===== config.mk =====
export PLATFORM = sky130hd
export DESIGN_NAME = cluster_buffer_lru_cache
export DESIGN_NICKNAME = d
export VERILOG_FILES = /design/src/design/cblc_pkg.sv /design/src/design/cblc_ctrl.sv /design/src/design/cblc_dp.sv /design/src/design/cluster_buffer_lru_cache.sv
export VERILOG_INCLUDE_DIRS = /design/src /design/src/design
export SDC_FILE = /design/constraint.sdc
export NUM_CORES = 2
export LEC_CHECK = 0
export BUFFER_PORTS_ARGS = -buffer_cell sky130_fd_sc_hd__buf_2
export CELL_PAD_IN_SITES_DETAIL_PLACEMENT = 2
export CELL_PAD_IN_SITES_GLOBAL_PLACEMENT = 2
export CORE_MARGIN = 2
export CORE_UTILIZATION = 41
export DETAILED_ROUTE_END_ITERATION = 6
export GPL_TIMING_DRIVEN = 0
export PLACE_DENSITY = 0.77
export SYNTH_ARGS = -nofsm -noshare
export SYNTH_HDL_FRONTEND = slang
export SYNTH_SLANG_ARGS = --single-unit
export TNS_END_PERCENT = 10

===== constraint.sdc =====
create_clock -name clk -period 4.1 [get_ports clk]
set_clock_uncertainty 0.1 [all_clocks]
set_input_delay 0.41 -clock clk [delete_from_list [all_inputs] [get_ports clk]]
set_output_delay 0.41 -clock clk [all_outputs]
set_load 0.02 [all_outputs]

===== src/design/cluster_buffer_lru_cache_macros.svh =====
// Assertion macros shared by the sector buffer cache modules.
// Needs a clk and an active-high rst in the module that expands them.
`ifndef CLUSTER_BUFFER_LRU_CACHE_MACROS_SVH
`define CLUSTER_BUFFER_LRU_CACHE_MACROS_SVH

// The property must hold in the same cycle as the condition.
`define CBLC_ASSERT_NOW(label, cond, prop, msg) \
  label: assert property (@(posedge clk) disable iff (rst) (cond) |-> (prop)) else $error(msg);

// The property must hold in the cycle after the condition.
`define CBLC_ASSERT_NEXT(label, cond, prop, msg) \
  label: assert property (@(posedge clk) disable iff (rst) (cond) |=> (prop)) else $error(msg);

`endif


===== src/design/cblc_pkg.sv =====
// Shared types and constants of the sector buffer cache.
// Used by the controller, the datapath and the top level.
`default_nettype none

package cblc_pkg;

  // Default sizes of the cache.
  localparam int DEF_ENTRIES     = 16;
  localparam int DEF_SECTOR_BITS = 32;
  localparam int DEF_AGE_BITS    = 32;

  // Fixed widths of the request and result fields.
  localparam int VOL_W    = 2;
  localparam int SECTOR_W = 32;
  localparam int TICK_W   = 32;
  localparam int ENTRY_W  = 4;

  // Operation codes of the func field.
  localparam logic FUNC_LOOKUP     = 1'b0;
  localparam logic FUNC_INVALIDATE = 1'b1;

  // Controller states.
  typedef enum logic [1:0] {
    ST_IDLE,
    ST_WAIT,
    ST_UPDATE
  } state_t;

  // Commands from the controller to the datapath.
  typedef struct packed {
    logic capture;
    logic commit;
  } ctrl_cmd_t;

endpackage

`default_nettype wire


===== src/design/cblc_ctrl.sv =====
// Controller of the sector buffer cache: sequencing and result handshake.
// Depends on cblc_pkg and the assertion macro header.
`default_nettype none
`include "cluster_buffer_lru_cache_macros.svh"

module cblc_ctrl #(
  parameter int ENTRIES = cblc_pkg::DEF_ENTRIES
) (
  input  wire logic               clk,
  input  wire logic               rst,
  input  wire logic               in_valid,
  output logic                    in_stall,
  output logic                    out_valid,
  input  wire logic               out_stall,
  output cblc_pkg::ctrl_cmd_t     cmd
);

  // The minimum-age tree has one register level per index bit.
  localparam int LVL   = $clog2(ENTRIES);
  localparam int CNT_W = (LVL > 1) ? $clog2(LVL) : 1;

  cblc_pkg::state_t state, state_next;
  logic [CNT_W-1:0] cnt, cnt_next;
  logic             out_valid_next;
  logic             out_free;

  assign out_free = !out_valid || !out_stall;

  // Next state.
  always_comb begin
    state_next = state;
    case (state)
      cblc_pkg::ST_IDLE: begin
        if (in_valid) state_next = cblc_pkg::ST_WAIT;
      end
      cblc_pkg::ST_WAIT: begin
        if (cnt == CNT_W'(LVL - 1)) state_next = cblc_pkg::ST_UPDATE;
      end
      cblc_pkg::ST_UPDATE: begin
        if (out_free) state_next = cblc_pkg::ST_IDLE;
      end
      default: state_next = cblc_pkg::ST_IDLE;
    endcase
  end

  // Outputs and commands.
  always_comb begin
    in_stall    = 1'b1;
    cmd.capture = 1'b0;
    cmd.commit  = 1'b0;
    case (state)
      cblc_pkg::ST_IDLE: begin
        in_stall    = 1'b0;
        cmd.capture = in_valid;
      end
      cblc_pkg::ST_WAIT: begin
        in_stall = 1'b1;
      end
      cblc_pkg::ST_UPDATE: begin
        cmd.commit = out_free;
      end
      default: in_stall = 1'b1;
    endcase
  end

  // Wait counter and result valid flag.
  always_comb begin
    cnt_next = (state == cblc_pkg::ST_WAIT) ? cnt + CNT_W'(1) : '0;
    if (cmd.commit) out_valid_next = 1'b1;
    else            out_valid_next = out_valid && out_stall;
  end

  always_ff @(posedge clk) begin
    if (rst) begin
      state     <= cblc_pkg::ST_IDLE;
      cnt       <= '0;
      out_valid <= 1'b0;
    end else begin
      state     <= state_next;
      cnt       <= cnt_next;
      out_valid <= out_valid_next;
    end
  end

  // A result is written only into a free output register.
  `CBLC_ASSERT_NOW(a_commit_free, cmd.commit, !out_valid || !out_stall, "commit over held result")
  // A new result appears only after a commit.
  `CBLC_ASSERT_NOW(a_valid_from_commit, $rose(out_valid), $past(cmd.commit), "result without commit")
  // The tree needs time after a request is taken: no commit comes in the cycle after a capture.
  `CBLC_ASSERT_NEXT(a_no_early_commit, cmd.capture, !cmd.commit, "commit right after capture")

endmodule

`default_nettype wire


===== src/design/cblc_dp.sv =====
// Datapath of the sector buffer cache: tag store, match, minimum-age tree and result.
// Depends on cblc_pkg and the assertion macro header.
`default_nettype none
`include "cluster_buffer_lru_cache_macros.svh"

module cblc_dp #(
  parameter int ENTRIES     = cblc_pkg::DEF_ENTRIES,
  parameter int SECTOR_BITS = cblc_pkg::DEF_SECTOR_BITS,
  parameter int AGE_BITS    = cblc_pkg::DEF_AGE_BITS
) (
  input  wire logic                           clk,
  input  wire logic                           rst,
  input  wire cblc_pkg::ctrl_cmd_t            cmd,
  input  wire logic                           func,
  input  wire logic [cblc_pkg::VOL_W-1:0]     volume_id,
  input  wire logic [cblc_pkg::SECTOR_W-1:0]  sector,
  input  wire logic [cblc_pkg::TICK_W-1:0]    tick,
  input  wire logic [cblc_pkg::ENTRY_W-1:0]   target_entry,
  input  wire logic                           fill_failed,
  output logic                                hit,
  output logic [cblc_pkg::ENTRY_W-1:0]        entry,
  output logic                                fill_needed,
  output logic                                error
);

  localparam int IDX_W = $clog2(ENTRIES);
  localparam int P     = 1 << IDX_W;
  localparam int NODES = 2 * P - 1;

  // Tag store, one register set per entry.
  logic                         entry_valid  [ENTRIES];
  logic [cblc_pkg::VOL_W-1:0]   entry_volume [ENTRIES];
  logic [SECTOR_BITS-1:0]       entry_sector [ENTRIES];
  logic [AGE_BITS-1:0]          entry_age    [ENTRIES];

  // Captured request.
  logic                         req_func;
  logic [cblc_pkg::VOL_W-1:0]   req_vol;
  logic [SECTOR_BITS-1:0]       req_sec;
  logic [AGE_BITS-1:0]          req_tick;
  logic [cblc_pkg::ENTRY_W-1:0] req_target;
  logic                         req_failed;

  logic [ENTRIES-1:0]           match_r;
  logic [IDX_W-1:0]             hit_idx;
  logic                         any_hit;
  logic [IDX_W-1:0]             tgt_idx;
  logic                         tgt_in_range;
  logic [IDX_W-1:0]             res_idx;

  // Minimum-age tree in heap order; leaves follow the internal nodes.
  logic                         tree_ok  [NODES];
  logic [AGE_BITS-1:0]          tree_age [NODES];
  logic [IDX_W-1:0]             tree_idx [NODES];
  logic                         node_ok  [P-1];
  logic [AGE_BITS-1:0]          node_age [P-1];
  logic [IDX_W-1:0]             node_idx [P-1];

  // Request capture.
  always_ff @(posedge clk) begin
    if (cmd.capture) begin
      req_func   <= func;
      req_vol    <= volume_id;
      req_sec    <= sector[SECTOR_BITS-1:0];
      req_tick   <= tick[AGE_BITS-1:0];
      req_target <= target_entry;
      req_failed <= fill_failed;
    end
  end

  // Parallel tag compare, registered.
  always_ff @(posedge clk) begin
    for (int i = 0; i < ENTRIES; i++) begin
      match_r[i] <= entry_valid[i] && (entry_volume[i] == req_vol) &&
                    (entry_sector[i] == req_sec);
    end
  end

  // The lowest matching entry is the hit.
  always_comb begin
    hit_idx = '0;
    for (int i = ENTRIES - 1; i >= 0; i--) begin
      if (match_r[i]) hit_idx = IDX_W'(i);
    end
    any_hit = |match_r;
  end

  assign tgt_idx      = IDX_W'(req_target);
  assign tgt_in_range = int'(req_target) < ENTRIES;

  // Merge registered nodes and leaves; padding leaves never win.
  always_comb begin
    for (int n = 0; n < NODES; n++) begin
      if (n < P - 1) begin
        tree_ok[n]  = node_ok[n];
        tree_age[n] = node_age[n];
        tree_idx[n] = node_idx[n];
      end else if (n - (P - 1) < ENTRIES) begin
        tree_ok[n]  = 1'b1;
        tree_age[n] = entry_age[n - (P - 1)];
        tree_idx[n] = IDX_W'(n - (P - 1));
      end else begin
        tree_ok[n]  = 1'b0;
        tree_age[n] = '0;
        tree_idx[n] = IDX_W'(n - (P - 1));
      end
    end
  end

  // Each node keeps the smaller age of its children; the higher index wins ties.
  always_ff @(posedge clk) begin
    for (int n = 0; n < P - 1; n++) begin
      if (tree_ok[2*n+2] && (!tree_ok[2*n+1] || tree_age[2*n+2] <= tree_age[2*n+1])) begin
        node_ok[n]  <= 1'b1;
        node_age[n] <= tree_age[2*n+2];
        node_idx[n] <= tree_idx[2*n+2];
      end else begin
        node_ok[n]  <= tree_ok[2*n+1];
        node_age[n] <= tree_age[2*n+1];
        node_idx[n] <= tree_idx[2*n+1];
      end
    end
  end

  // Tag store update at commit.
  always_ff @(posedge clk) begin
    if (rst) begin
      for (int i = 0; i < ENTRIES; i++) begin
        entry_valid[i]  <= 1'b0;
        entry_volume[i] <= '0;
        entry_sector[i] <= '0;
        entry_age[i]    <= '0;
      end
    end else if (cmd.commit) begin
      if (req_func == cblc_pkg::FUNC_INVALIDATE) begin
        if (tgt_in_range) entry_valid[tgt_idx] <= 1'b0;
      end else if (any_hit) begin
        entry_age[hit_idx] <= req_tick;
      end else if (!req_failed) begin
        entry_valid[tree_idx[0]]  <= 1'b1;
        entry_volume[tree_idx[0]] <= req_vol;
        entry_sector[tree_idx[0]] <= req_sec;
        entry_age[tree_idx[0]]    <= req_tick;
      end
    end
  end

  // Result register.
  always_ff @(posedge clk) begin
    if (cmd.commit) begin
      hit         <= 1'b0;
      fill_needed <= 1'b0;
      error       <= 1'b0;
      if (req_func == cblc_pkg::FUNC_INVALIDATE) begin
        entry   <= req_target;
        res_idx <= tgt_idx;
      end else if (any_hit) begin
        hit     <= 1'b1;
        entry   <= cblc_pkg::ENTRY_W'(hit_idx);
        res_idx <= hit_idx;
      end else begin
        entry       <= cblc_pkg::ENTRY_W'(tree_idx[0]);
        res_idx     <= tree_idx[0];
        fill_needed <= !req_failed;
        error       <= req_failed;
      end
    end
  end

  // A lookup that did not fail leaves its entry valid.
  `CBLC_ASSERT_NEXT(a_lookup_valid, cmd.commit && (req_func == cblc_pkg::FUNC_LOOKUP) && (any_hit || !req_failed), entry_valid[res_idx], "lookup entry not valid")
  // An invalidate in range clears its entry.
  `CBLC_ASSERT_NEXT(a_inval_clear, cmd.commit && (req_func == cblc_pkg::FUNC_INVALIDATE) && tgt_in_range, !entry_valid[tgt_idx], "entry still valid")
  // A hit never asks for a fill or reports an error.
  `CBLC_ASSERT_NEXT(a_hit_clean, cmd.commit, !(hit && (fill_needed || error)), "hit with fill or error")

endmodule

`default_nettype wire


===== src/design/cluster_buffer_lru_cache.sv =====
// Top level of the 16-entry fully associative sector buffer cache (tags and LRU).
// Instantiates cblc_ctrl and cblc_dp; depends on cblc_pkg.
//
//   Channel  Handshake            Fields
//   in       in_valid / in_stall  func volume_id sector tick target_entry fill_failed
//   out      out_valid / out_stall hit entry fill_needed error
//
// A request is taken only in the idle state; the controller then waits while the registered
// minimum-age tree settles, one level per index bit, and commits the result when the output
// register is free. No new request is taken until that commit.
// Synchronous reset clears all valid bits, tags and ages.
// A finished result waits in the output register while the next request is taken;
// a held result stalls only the commit of the following request.
`default_nettype none

module cluster_buffer_lru_cache #(
  parameter int ENTRIES     = cblc_pkg::DEF_ENTRIES,
  parameter int SECTOR_BITS = cblc_pkg::DEF_SECTOR_BITS,
  parameter int AGE_BITS    = cblc_pkg::DEF_AGE_BITS
) (
  input  wire logic                           clk,
  input  wire logic                           rst,
  input  wire logic                           in_valid,
  output logic                                in_stall,
  input  wire logic                           func,
  input  wire logic [cblc_pkg::VOL_W-1:0]     volume_id,
  input  wire logic [cblc_pkg::SECTOR_W-1:0]  sector,
  input  wire logic [cblc_pkg::TICK_W-1:0]    tick,
  input  wire logic [cblc_pkg::ENTRY_W-1:0]   target_entry,
  input  wire logic                           fill_failed,
  output logic                                out_valid,
  input  wire logic                           out_stall,
  output logic                                hit,
  output logic [cblc_pkg::ENTRY_W-1:0]        entry,
  output logic                                fill_needed,
  output logic                                error
);

  cblc_pkg::ctrl_cmd_t cmd;

  // Sequencing and handshakes.
  cblc_ctrl #(
    .ENTRIES (ENTRIES)
  ) u_ctrl (
    .clk       (clk),
    .rst       (rst),
    .in_valid  (in_valid),
    .in_stall  (in_stall),
    .out_valid (out_valid),
    .out_stall (out_stall),
    .cmd       (cmd)
  );

  // Tag store, replacement choice and result register.
  cblc_dp #(
    .ENTRIES     (ENTRIES),
    .SECTOR_BITS (SECTOR_BITS),
    .AGE_BITS    (AGE_BITS)
  ) u_dp (
    .clk          (clk),
    .rst          (rst),
    .cmd          (cmd),
    .func         (func),
    .volume_id    (volume_id),
    .sector       (sector),
    .tick         (tick),
    .target_entry (target_entry),
    .fill_failed  (fill_failed),
    .hit          (hit),
    .entry        (entry),
    .fill_needed  (fill_needed),
    .error        (error)
  );

endmodule

`default_nettype wire


==> metrics.txt <==
critical path required time 4700 ps; post-CTS setup buffers 0; die area 0.1922 mm²; fin area 0.08797 mm²; Slew @ Worst Pin 1552 ps; Non-Filler Instances 9221; post-synthesis instance total 6221; LEAKAGE 36.04 nW; fin. max-slew vios 22; drt total wl 281.0 mm; TritonCTS clock tree built; first-pass GRT wire length 403.4 mm; Root Buffer clkbuf_16; RD Place Congestion ~0.87; VDD IR-drop max 0.3894 mV; final worst slack -160.9 ps; drt wl/cell 30.47 µm; WHS 184.4 ps; mapped cell area approximately 0.077 mm²; port bufs slightly above 80; Hold Violations, Final 0; # clock sinks 1647; pin count of the biggest net entering global routing 35; GRT overflow 0; die height 438.4 µm; register area share after synthesis 57.52%; vias per cell 5.649; DRC violations left 0; Pre-antenna DRT Iters 6; Total GRT Usage 29.01%; Yosys reg bits ~1600; number of global-route vias before repair ~58000; Hold Path Class primary input to flip-flop; min Tclk post-route 4261 ps; Post-DP HPWL 197.2 mm; Max-Cap Viols 3; number of distinct library cells after synthesis 78; most frequent cells in the layout edfxtp_1 (1151), and2_1 (545), inv_1 (515), and3_1 (515); flop-to-flop setup slack -160 ps; num rows 159; htree depth 4; DP Area 0.08112 mm²; Crit Path Class flip-flop to flip-flop; CP Launch Type flip-flop; Primary FF master, synth edfxtp_1; CTS buffer count 183; routed length on met3 between 10 and 15 mm; f_max 0.2347 GHz; Initial Util about 41%; initial antenna violation count 29; RSZ-0062 raised after global routing true; leading cell type in the layout, fill and taps excluded edfxtp_1; post-route ant nets 0; ys async rst share 0%; placed instance count 8807; area grow syn2layout 13.73%; layout cells sized above 1 15.46%; worst path arrival time 4860 ps; Max clock buf depth 3; DR top layer met5; number of I/O pins 85; Final Cycle Share 103.9%; core box area 0.1876 mm²; # setup viols final 15; Mapped Avg Cell Area 12.43 µm²; M1 WL 108.3 mm; status finished with violations; routed vias approximately 52000; met2 WL 141.6 mm; Ys Warns 0; Design Power 0.04203 W; Setup crit end kind flip-flop; Reg clk slew, reported paths 60 ps; failing checks max-capacitance violations, max-slew violations, negative setup slack; hold depth 2; die width 438.4 µm; r2r worst-path depth 5; Clock Latency Late Sink 850 ps; Detailed Route Iter0 Violations just over 4000; Post-synth EDFFs 1151; relative slew slack -3.448%; Layout Nets 7127; P per Cell Area 477.8 mW/mm²; worst-path fanout max 10; syn_nets 6778; pre-CTS setup slack -1901 ps
registers in the layout, summed over array words and instances (netlist names):
name,flops
u_dp.node_age,448
u_ctrl.state,2
u_dp.req_target,4
u_dp.entry_age,512
u_dp.fill_needed,1
u_dp.req_failed,1
u_dp.entry_valid,16
u_dp.error,1
u_dp.entry,4
u_dp.req_func,1
u_dp.req_tick,32
u_dp.entry_volume,32
u_dp.node_idx,26
u_dp.entry_sector,512
u_ctrl.cnt,2
u_dp.hit,1
u_dp.node_ok,1
u_dp.req_vol,2
u_dp.match_r,16
u_ctrl.out_valid,1
u_dp.req_sec,32
per-stage QoR:
stage	utilization, %	setup TNS, ps
after floorplan	-	0
after global placement	43.12	-1584840
after detailed placement	43.24	-1416640
after CTS	46.88	-2646
after global routing	46.89	-11610
final	46.89	-1588
power breakdown:
group	internal, W	total, W	switching (W)
Combinational	0.00218	0.00563	0.00344
Sequential	0.0189	0.0197	0.000776
Clock	0.00959	0.0167	0.00714
Total	0.0307	0.0420	0.0114
synthesized netlist by cell type, drive strengths merged, types with 17 or more instances:
cell       n  area share, %
a211oi    31           0.30
a21o      48           0.47
xnor2    496            5.6
and2     547            4.4
nand3     43           0.28
edfxtp  1151             45
buf      134           0.86
or2       19           0.15
inv      516            2.5
nand2    134           0.65
nor4      76           0.68
o21ai     75           0.49
nand4    227            1.8
and3     515            4.2
mux2     459            6.7
xor2      48           0.54
dfxtp    496             13
ha       481            7.8
nor3      19           0.16
nor2      68           0.39
a21oi    198            1.3
o21bai    19           0.18
o211ai    17           0.16
clkbuf   251            1.2
kinds of logic (layout without fill, tap and decap cells):
logic type      Yosys count  count (layout)  synth area share (%)
xor+xnor                544             544                 6.160
flops                  1647            1647                 57.52
mux                     461             461                 6.708
simple gates           1711            1711                 13.37
fa+ha+maj               481             481                 7.781
compound gates          475             475                 3.850
buf+inv                 901            1401                 4.605
other cells               1               6              0.004848
cell type report:
type                            count  area, µm²
Buffer                            384       1665
Sequential cell                  1647      44490
Tap cell                         2495       3122
Fill cell                       18245      99630
Clock buffer                      256       5236
Timing Repair Buffer              165       1326
Antenna cell                        5      12.51
Clock inverter                     80      738.2
Inverter                          516       1937
Multi-Input combinational cell   3673      29440
worst paths after layout:
kind	startpoint	end
worst max-delay path	u_dp.req_sec[10]	u_dp.entry_sector[1][10]
worst min-delay path	tick[29]	u_dp.req_tick[29]
worst min register to register	u_ctrl.cnt[0]	u_ctrl.cnt[0]
worst max register to register	u_dp.req_sec[10]	u_dp.entry_sector[1][10]
critical path, stage by stage, from the launching register on:
cell	delay (ps)
edfxtp_1	320
clkbuf_1	860
clkbuf_2	720
buf_1	860
clkbuf_1	950
and2_1	270
layer usage:
| layer | up-vias | GRT usage [%] |
|---|---|---|
| li1 | 22745 | - |
| met1 | 26993 | 33.95 |
| met2 | 1665 | 51.12 |
| met3 | 681 | 4.088 |
| met4 | 6 | 15.90 |
| met5 | - | 0 |
timing repair:
item | in CTS | in global routing
setup endpoints to repair | 1112 | 327
gates resized for setup | 31 | 3
hold buffers | 74 | 0
hold endpoints to repair | 89 | 0
Power figures use the tool's default switching activity.
